[config.mk]
export PLATFORM = sky130hd
export DESIGN_NAME = isq_ram
export DESIGN_NICKNAME = d
export VERILOG_FILES = /design/src/rtl/core/isq_ram.sv
export SDC_FILE = /design/constraint.sdc
export NUM_CORES = 1
export LEC_CHECK = 0
export ABC_AREA = 1
export BUFFER_PORTS_ARGS = -buffer_cell sky130_fd_sc_hd__buf_4
export CORE_ASPECT_RATIO = 2
export CORE_UTILIZATION = 40
export CTS_CLUSTER_DIAMETER = 200
export DETAILED_ROUTE_END_ITERATION = 8
export GPL_ROUTABILITY_DRIVEN = 0
export HOLD_SLACK_MARGIN = 0.1
export SKIP_LAST_GASP = 1
export SYNTH_ARGS = -nofsm -noshare
export SYNTH_HDL_FRONTEND = slang
export SYNTH_SLANG_ARGS = --single-unit
[constraint.sdc]
create_clock -name clk -period 7.6 [get_ports clk]
set_input_delay 0.76 -clock clk [delete_from_list [all_inputs] [get_ports clk]]
set_output_delay 0.76 -clock clk [all_outputs]
set_load 0.05 [all_outputs]
[src/rtl/core/isq_ram.sv]
// Generic single-port RAM with registered read data.
`default_nettype none
module isq_ram #(
	parameter int WIDTH = 32,
	parameter int DEPTH = 32,
	parameter int AW    = (DEPTH > 1) ? $clog2(DEPTH) : 1
) (
	input  wire logic             clk,
	input  wire logic             we,
	input  wire logic [AW-1:0]    addr,
	input  wire logic [WIDTH-1:0] wdata,
	output logic      [WIDTH-1:0] rdata
);

	logic [WIDTH-1:0] mem_q [DEPTH];

	always_ff @(posedge clk) begin
		if (we) begin
			mem_q[addr] <= wdata;
		end
		rdata <= mem_q[addr];
	end

endmodule
`default_nettype wire
Word-level counts from Yosys, hierarchy flattened
Memory sizes are Yosys's and may differ from the RTL's. A register that Yosys moved wholly into a read port is not among the register bits.
Index checks and enable logic that the tools add are counted.
{"block": "op_classes", "shift": 0, "addsub": 0, "bitwise_logic": 0, "div_mod_pow": 0, "n_mux": 2, "multipliers": 0, "order_cmp": 0, "n_eq_ne": 0, "n_reduce_logical": 0}
{"operator": "two-way mux 1 bit", "count": 2}
{"block": "totals", "n_memories": 1, "rom_bits": 0, "latch_bits": 0, "word_cells": 3, "register_bits": 0, "ram_bits": 1024, "out_inout_bits": 32}
{"memory": "mem_q", "depth": 32, "word_bits": 32, "rd": 1, "rd_clocked_by_memory_dff": 1, "wr": 1, "line_no": "15", "rtl": "logic [WIDTH-1:0] mem_q [DEPTH];"}

Depth between registers and ports, before layout
{"block": "logic_depth", "word_depth": 2, "depth_mapped": 11, "ltp_nobuf": 9}

Worst setup path before layout
OpenSTA, ideal clock, no wires.
{"block": "synth_timing", "path_type": "input to register", "from": "input addr[1]", "to": "memory mem_q[10][0] (enable)", "cell_stages": 5, "t_arrival_ns": 3.020, "t_required_ns": 7.179, "path_slack_ns": 4.159, "path_cell_list": "buf_2 > buf_2 > clkbuf_1 > nand3_1 > nor2_1"}
{"item": "start: declaration", "line_no": "10", "rtl": "input wire logic [AW-1:0] addr,"}
{"item": "end: declaration", "line_no": "15"}
Straight into the memory's write port.

Worst setup path after layout
{"block": "layout_timing", "from": "input addr[0]", "to": "memory mem_q[27][12] (enable)"}
Straight into the memory's write port.

==> results.cfg <==
[floorplan]
die_h_um = 465
fp-row-count = 169
dieArea_mm2 = 0.109
start_util_pct = 40.4
core_area_mm2 = 0.106
io_pins = 71
die_w_um = 234

[drt]
drt-wirelength-per-cell_um = 20.8
vias = 27900
route.detailed.drc = 4
first_iter_violations = 2279
dr.pass1.iters = 9
vias_per_cell = 5.02
ant_nets = 0
wl_um = 116000

[cells_and_area]
multi_input_area_mm2 = 0.0110
regArea_mm2 = 0.0314
syn2layout_area_growth_pct = 11.7
final_common_cell = nand2_1
drive_above_1_share_pct = 7.06
layout_common_cells = nand2_1 (2720), edfxtp_1 (1024), buf_4 (118)
postLayoutCoreUtil_pct = 45.2
nFillCells = 9754
final_nets = 4148

[run_status]
status = finished with violations
failed_checks = design-rule violations

[clocking]
cts_buffers = 88
clock_sinks = 1056
cts_root_buf = clkbuf_16
post_cts_resized = 0
postCtsHoldBufs = 0
worstSkewPairLatency_ns = 0.68
clock_path_buffers = 3
cts_tree = built
clk_pin_slew_ns = 0.07
cts_max_level = 3
postCtsSetupBuffers = 0

[critical_path]
rrSetupSlack_ns = 6.17
reg2regPathDepth = 8
critPathTopFamily = simple AND/OR/NAND/NOR gates
r2r-start = mem_q[21][25]$_DFFE_PP_
critPathRequiredTime_ns = 7.92
path_buf_inv = 2
worst_setup_path_end_kind = register
start_kind = primary input
path_max_fanout = 132
crit_arrival_ns = 3.96
worst_path_max_delay_cell = nor2_4
rr_endpoint = rdata[25]$_DFF_P_
cpPeakStageDelay_ns = 0.95
crit_chain = buf_8 > nand3_1 > nor2_4 > buf_4
crit_type = in -> reg

[sta]
hold_ws_ns = 0.505
slew_viol_final = 0
setup_tns_ns = 0
clock_skew_ns = 0.0151
fin_crit_sh_pct = 47.9
worstMarginPinSlew_ns = 1.37
hold_viol_final = 0
setup_viol = 0
slew_headroom_pct = 8.29
timing.fmax_mhz = 274
fin_crit_ns = 3.64
rsz0062_at_grt = no

[logic_synthesis]
syn_nets = 4130
synth_area_mm2 = 0.0429
ys_seq_area_share_pct = 73.1
ys_warn_count = 0
ys_types = 13
syn_avg_cell_area_um2 = 10.5
synthCells = 4091
synth_seq_cells = 1056

[place]
port_buffers = 70
hpwl_um = 62600

[worst_hold_path]
hp-class = in -> reg
min_from = wdata[23]
min_to = mem_q[27][23]$_DFFE_PP_
hold_depth = 1

[job]
maxCapViolCount = 0

[global_routing]
grt_max_degree = 185
gr-total-overflow = 0
grtUsageTotal_pct = 21.5
antenna_found_initial = 1
first_global_vias = 27100
grt_pass1_wl_um = 171000

[power_and_ir_drop]
ir_worst_vdd_mv = 0.166
cellLeakagePower_nw = 19.6
power.density_mw_per_mm2 = 248
total_power_mw = 11.9
[how the worst max path moves through the flow]
stage                              endpoint  startpoint  cells after the start
floorplan            mem_q[10][0]$_DFFE_PP_     addr[1]                      5
global placement    mem_q[26][12]$_DFFE_PP_     addr[0]                      5
CTS                 mem_q[26][13]$_DFFE_PP_     addr[0]                      5
finish              mem_q[27][12]$_DFFE_PP_     addr[0]                      4
global route              rdata[14]$_DFF_P_     addr[0]                     12
detailed placement   mem_q[26][9]$_DFFE_PP_     addr[0]                      5
[sequential cells by signal (all words and copies together), names as in the netlist]
signal and cells:
rdata 32, mem_q 1024
[report_power, final]
part / internal [mW] / switching (mW)
Clock: 2.54 / 2.08
Combinational: 0.182 / 0.608
Sequential: 6.47 / 0.0300
Total: 9.20 / 2.72
[cells by family (layout without fill, tap and decap cells)]
family	count (synthesis)	in the layout	synth area share, %
simple gates	2828	2828	24.9
flops	1056	1056	73.1
buf+inv	207	297	2.01
other cells	0	1	0
[Yosys cell counts, drive strengths merged]
cell / n / area (um2)
nand2: 2720 / 10200
dfxtp: 32 / 641
edfxtp: 1024 / 30700
clkbuf: 118 / 443
nand3: 4 / 20.0
clkinv: 1 / 3.75
nor3: 8 / 75.1
nor2: 96 / 360
buf: 76 / 369
inv: 12 / 45.0
[routing by layer]
layer | global-route usage, % | share of wire (%) | up-vias
met5 | 0 | 0 | -
met4 | 8.63 | 3.6 | 0
met3 | 2.58 | 5.3 | 207
met2 | 38.1 | 52 | 837
met1 | 26.2 | 39 | 13600
li1 | - | - | 13300
[per-stage QoR]
stage | cells | area, um2 | worst slack (ns)
3_3_place_gp | 5386 | 45100 | 3.30
5_1_grt | 5550 | 48000 | 3.79
6_report | 5550 | 48000 | 3.96
2_1_floorplan | 4091 | 42900 | 4.16
4_1_cts | 5549 | 48000 | 3.98
3_5_place_dp | 5387 | 45100 | 3.24
[worst reg2reg max path, delay by kind of cell, from the launching register on]
kind | cells | cell delay [ns]
AND/OR/NAND/NOR | 8 | 0.88
flip-flops | 1 | 0.37
[cell type report]
| type | count | share of cell area, % |
|---|---|---|
| diodes | 1 | 0.00522 |
| multi-input cells | 2828 | 22.8 |
| repair buffers | 122 | 1.99 |
| flip-flops and latches | 1056 | 65.5 |
| clock buffers | 106 | 4.89 |
| well taps | 1368 | 3.57 |
| clock inverters | 56 | 1.12 |
| inverters | 13 | 0.133 |
Power figures use the tool's default switching activity.
